## config.mk

```make
export PLATFORM = sky130hd
export DESIGN_NAME = ssdg_div
export DESIGN_NICKNAME = d
export VERILOG_FILES = /design/src/ssdg_pkg.sv /design/src/ssdg_div.sv
export SDC_FILE = /design/constraint.sdc
export NUM_CORES = 2
export LEC_CHECK = 0
export BUFFER_PORTS_ARGS = -buffer_cell sky130_fd_sc_hd__buf_2
export CORE_AREA = 8 8 357 707
export DETAILED_ROUTE_END_ITERATION = 10
export DIE_AREA = 0 0 365 715
export PLACE_DENSITY = 0.77
export SYNTH_ARGS = -nofsm -noshare
export SYNTH_HDL_FRONTEND = slang
export SYNTH_SLANG_ARGS = --single-unit
export TNS_END_PERCENT = 1
```

## constraint.sdc

```tcl
create_clock -name clock -period 3.7 [get_ports clock]
set_input_delay 0.185 -clock clock [delete_from_list [all_inputs] [get_ports clock]]
set_output_delay 0.185 -clock clock [all_outputs]
set_load 0.005 [all_outputs]
```

## src/ssdg_pkg.sv

```systemverilog
`default_nettype none
package ssdg_pkg;

   localparam int CSR_AW = 3;
   localparam int CSR_DW = 32;

   localparam logic [CSR_AW-1:0] REG_SHARPEN_STRENGTH = 3'd0;
   localparam logic [CSR_AW-1:0] REG_DEHALO_STRENGTH  = 3'd1;
   localparam logic [CSR_AW-1:0] REG_SIGMA_MIN_SQ     = 3'd2;
   localparam logic [CSR_AW-1:0] REG_SIGMA_MAX_SQ     = 3'd3;
   localparam logic [CSR_AW-1:0] REG_HALO_FLOOR_SQ    = 3'd4;
   localparam logic [CSR_AW-1:0] REG_DEGRID_ENABLE    = 3'd5;

   localparam int REQ_DW = 184;
   localparam int RSP_DW = 64;

   // fraction divider: Q0.32 quotient, one bit per stage
   localparam int FRAC_DW = 32;
   localparam int FRAC_QW = 32;
   // dehalo gain divider: 2^40 / (2^28 + t), quotient at most 4096
   localparam int GD_DW = 33;
   localparam int GD_QW = 13;

endpackage
`default_nettype wire

```

## src/ssdg_div.sv

```systemverilog
`default_nettype none
module ssdg_div #(
   parameter int DW = ssdg_pkg::FRAC_DW,
   parameter int QW = ssdg_pkg::FRAC_QW
) (
   input  logic          clock,
   input  logic          en,
   input  logic [DW-1:0] rem_in,
   input  logic [DW-1:0] den_in,
   output logic [QW-1:0] quot
);

   logic [DW-1:0] rem_ff [0:QW-1];
   logic [DW-1:0] den_ff [0:QW-1];
   logic [QW-1:0] q_ff   [0:QW-1];
   logic [DW-1:0] rem_src [0:QW-1];
   logic [DW-1:0] den_src [0:QW-1];
   logic [QW-1:0] q_src   [0:QW-1];
   logic [DW-1:0] rem_in_a [0:QW-1];
   logic [QW-1:0] q_in     [0:QW-1];
   logic [DW:0]   dbl      [0:QW-1];

   always_comb begin
      rem_src[0] = rem_in;
      den_src[0] = den_in;
      q_src[0]   = '0;
      for (int j = 1; j < QW; j++) begin
         rem_src[j] = rem_ff[j-1];
         den_src[j] = den_ff[j-1];
         q_src[j]   = q_ff[j-1];
      end
      for (int j = 0; j < QW; j++) begin
         dbl[j] = {rem_src[j], 1'b0};
         if (dbl[j] >= {1'b0, den_src[j]}) begin
            rem_in_a[j] = DW'(dbl[j] - {1'b0, den_src[j]});
            q_in[j]     = QW'({q_src[j], 1'b1});
         end else begin
            rem_in_a[j] = DW'(dbl[j]);
            q_in[j]     = QW'({q_src[j], 1'b0});
         end
      end
   end

   always_ff @(posedge clock) begin
      if (en) begin
         for (int j = 0; j < QW; j++) begin
            rem_ff[j] <= rem_in_a[j];
            den_ff[j] <= den_src[j];
            q_ff[j]   <= q_in[j];
         end
      end
   end

   assign quot = q_ff[QW-1];

endmodule
`default_nettype wire

```

* Word level (Yosys, flattened, before mapping)
Memories as Yosys holds them, arrays and structs flattened. Cells that the tools add are included.
Cells by class: multiplexer cells 66, order comparisons 32, add/subtract/negate cells 32
Operators by type and width (count):
- $ge 33x32->1 | 32
- $mux 32 | 32
- $sub 32x32->32 | 32
- $mux 1 | 34
Word-level totals: input port bits 66, register bits after elaboration 0, output and inout bits 32, memories kept 3, RAM bits 3072, logic and storage cells 133
Memory list:
- den_ff | depth 32, width 32, rd ports 31, clocked after Yosys merged registers in 0, write ports 32, RTL line ssdg_div.sv:14 | logic [DW-1:0] den_ff [0:QW-1];
- q_ff | depth 32, width 32, rd ports 32, clocked after Yosys merged registers in 0, write ports 32, RTL line ssdg_div.sv:15 | logic [QW-1:0] q_ff [0:QW-1];
- rem_ff | depth 32, width 32, rd ports 31, clocked after Yosys merged registers in 0, write ports 32, RTL line ssdg_div.sv:13 | logic [DW-1:0] rem_ff [0:QW-1];

* Depth between registers and ports, before layout
An unclocked memory read counts as a cell.
depth after elaboration 3, depth in mapped cells 17, gate-level depth less buffers 14

* Worst setup path before layout
No wires, ideal clock.
path kind flip-flop to flip-flop, from memory rem_ff[0][197] (netlist name), to memory rem_ff[0][248] (netlist name) (data pin), arrival 3.321 ns, slack 0.118 ns, period minus slack after synthesis 3.582 ns, cell stages (with the launch flop) 14, data required time 3.440 ns, cells stage by stage edfxtp_1 ha_1 a21o_1 a211o_1 o22a_1 o31ai_4 o31ai_2 a311oi_2 o32ai_2 a2111oi_2 nor2_2 a21oi_4 buf_6 mux2_4
RTL lines (RTL line):
- start, declared | ssdg_div.sv:13

==> flow_summary_export.csv <==
group,metric,value,unit
yosys,yosys_warnings,0,
setup_path,crit_chain,"ha_1 > o21a_1 > o31a_1 > o31ai_2 > a32oi_2 > a221oi_2 > o21a_2 > o211a_1 > o211a_1 > or2_1 > buf_4 > buf_4 > a211oi_1 > nor3b_1",
setup_path,cp_top_family,"compound AO/OA/AOI/OAI gates",
hold_path,min_from,"den_in[12]",
final_layout,fin_util,67.1,%
drt,drtPass1Iterations,6,
die,io_pins,98,
placement,place_congestion,1.00,
global_routing,overflow,0,
sta,rsz0062_at_grt,"true",
sta,finalSetupViolCount,4,
final_layout,drive_gt1_share,16.8,%
yosys,synth_area,140000,um^2
power,switching_share,40.2,%
yosys,synth-main-ff-cell,"edfxtp_1",
die,core-area,243000,um^2
setup_path,crit_type,"register to register",
global_routing,grt_util_all_layers,32.4,%
power,clock_power_share,15.9,%
power,power.internal,93600,uW
final_layout,final_common_cell,"edfxtp_1",
final_layout,regArea,75400,um^2
yosys,yosys-top-cells-area,"edfxtp_1 54%, ha_1 9.1%, a21oi_1 3.6%",
drt,wl,431000,um
final_layout,fin_cells,16998,
drt,drtAntennaViolNets,0,
setup_path,path_max_fanout,12,
power,pwr-share-seq,31.2,%
yosys,avgSynthCellArea,11.4,um^2
final_layout,fill_cells,18042,
sta,finClkSkew,0.0859,ns
drt,vias,101479,
yosys,synthArstFlopShare,0,%
final_layout,area_growth,16.3,%
setup_path,cp_slowest_cell,"edfxtp_1",
sta,tightest_slew,0.884,ns
sta,post-route-min-period,3.78,ns
die,start_util,57.7,%
power,peakVddDrop,0.577,mV
global_routing,grt_start_max_net_pins,146,
global_routing,grt_pass1_vias,106372,
setup_path,cp-end-kind,"register",
yosys,synth_largest_area_cell,"edfxtp_1",
sta,maxSlewHeadroom,40.4,%
power,pwr-share-comb,52.9,%
power,p_per_area,960,nW/um^2
setup_path,worst_r2r_startpoint,"rem_ff[1][258]",
sta,min_period_over_period,102,%
yosys,yosysSeqAreaShare,53.8,%
sta,setup_slack,-0.0783,ns
yosys,syn_nets,13447,
cts,cts_tree,"yes",
placement,io_buffers,97,
final_layout,layout_common_cells,"2512 x edfxtp_1, 1310 x inv_1, 1043 x buf_4, 1004 x ha_1, 972 x a21oi_1",
yosys,yosysTopAreaCellShare,53.8,%
cts,clock_sinks,2512,
final_layout,final_nets,14694,
drt,first_iter_violations,7035,
sta,fin_setup_tns,-0.0988,ns
drt,wire_per_inst,25.4,um
sta,max_freq,0.265,GHz
cts,ctsRootBufferMaster,"clkbuf_16",
yosys,synth_edf_count,2512,
setup_path,worstSetupStartpointType,"register",
cts,cts_max_level,4,
placement,place_inst,16469,
final_layout,multi_input_area,60000,um^2
cts,clk_pin_slew,0.07,ns
hold_path,hold_path.class,"input port to register",
yosys,ys_types,95,
power,power,156000,uW
hold_path,worstHoldPathCells,2,
cts,numCtsBuffers,227,
sta,slew_violations,0,
global_routing,antenna_found_initial,21,
global_routing,grt_pass1_wl,634000,um
yosys,ys_ff_latch,2512,
die,rows,256,
setup_path,crit_cells,14,
setup_path,required,4.32,ns
cts,clkLatencyLatePin,0.95,ns
setup_path,critical_path.max_stage_delay,0.49,ns
setup_path,arrival,4.40,ns
setup_path,crit_start,"rem_ff[1][258]",
drt,drc,0,
setup_path,ff2ff_path_depth,14,
sta,final_hold_viol_count,0,
power,switchingPower,62800,uW
power,p_leak,0.0683,uW
run,max_cap_viol_count,0,
yosys,netlist_instances,12327,
drt,viasPerCell,5.97,
die,fp.dieH,715,um
setup_path,crit_buf_inv,2,
placement,post-dp-hpwl,337000,um
cts,cts_buffer_depth,4,
outcome,status,"complete, but fails checks",
die,die_area,261000,um^2
outcome,failed_checks,"negative setup slack",
die,fp.dieW,365,um
## path summary, 6_finish.rpt
path | slack (ns) | to
worst max-delay path | -0.08 | rem_ff[1][313]
worst min-delay path | 0.05 | den_ff[0][12]
worst max register to register | -0.08 | rem_ff[1][313]
worst min register to register | 0.37 | q_ff[1][469]
## registers in the layout, summed over array words and instances, names as in the netlist
register  count
q_ff        528
rem_ff      992
den_ff      992
## kinds of logic after synthesis
family                     Yosys count  synth area share, %
and+or+nand+nor                   2663                 8.98
buffers and inverters             1613                 4.49
DFF                               2512                 53.8
muxes                              450                 3.61
adders and majority gates         1054                 9.57
xor gates and xnor gates           825                 5.15
AOI/OAI and AO/OA                 3210                 14.4
## routing by layer
| metal | global-route usage (%) | part of all wire, % | vias to the layer above |
|---|---|---|---|
| met5 | 0 | 0.015 | - |
| li1 | - | - | 47412 |
| met2 | 62.1 | 54 | 3394 |
| met1 | 26.9 | 29 | 49035 |
| met3 | 4.30 | 4.0 | 1628 |
| met4 | 33.0 | 13 | 10 |
## Yosys cell counts (28+ instances only)
master,count
a211o_1,29
a211oi_1,75
a21boi_0,41
a21o_1,524
a21oi_1,1011
a221oi_1,28
a31o_2,33
a31oi_1,116
and2_1,43
and3_1,93
buf_2,35
buf_4,38
clkbuf_1,210
edfxtp_1,2512
fa_1,31
ha_1,1023
inv_1,1312
mux2_2,389
mux2i_1,31
nand2_1,823
nand2b_1,164
nand3_1,184
nand4_1,137
nor2_1,729
nor2b_1,162
nor3_1,111
nor4_1,34
o211ai_1,43
o21a_1,138
o21ai_0,725
o21bai_1,124
o31ai_1,66
or2_2,39
or3_1,40
xnor2_1,513
xor2_1,312
## worst reg2reg max path, cell delays in order (launching register included)
cell and delay, ns:
edfxtp_1 0.49, ha_1 0.36, o21a_1 0.13, o31a_1 0.25, o31ai_2 0.11, a32oi_2 0.32
a221oi_2 0.13, o21a_2 0.30, o211a_1 0.26, o211a_1 0.22, or2_1 0.28, buf_4 0.20
buf_4 0.14, a211oi_1 0.22, nor3b_1 0.11
## repair_timing
item	4_1_cts	5_1_grt
setup endpoints to repair	561	624
pin swaps	24	46
hold buffers	87	0
setup buffers	3	10
resized for setup	138	194
hold endpoints to repair	123	0
gates cloned	1	0
## power by group through the flow
stage | Clock, uW | Combinational (uW) | Sequential [uW]
floorplan | 0 | 50400 | 45500
global placement | 0 | 77500 | 48900
CTS | 25200 | 80800 | 48600
detailed placement | 0 | 79000 | 49000
finish | 24800 | 82800 | 48800
global route | 26100 | 88900 | 49300
## stage by stage
step | cell area [um^2] | hold WS, ns | worst slack [ns]
detailed placement | 153000 | 0.381 | -0.453
global placement | 153000 | 0.380 | -0.557
global route | 163000 | 0.0237 | -0.178
floorplan | 140000 | 0.284 | 0.118
finish | 163000 | 0.0489 | -0.0783
CTS | 162000 | 0.00481 | -0.0852
## cell type report
cell class	count	share of cell area (%)
repair buffers	1317	6.72
clock buffers	246	3.55
diodes	20	0.0307
multi-input cells	8203	36.8
inverters	1313	3.02
clock inverters	162	1.12
well taps	3225	2.48
flip-flops and latches	2512	46.3
Power figures use the tool's default switching activity.
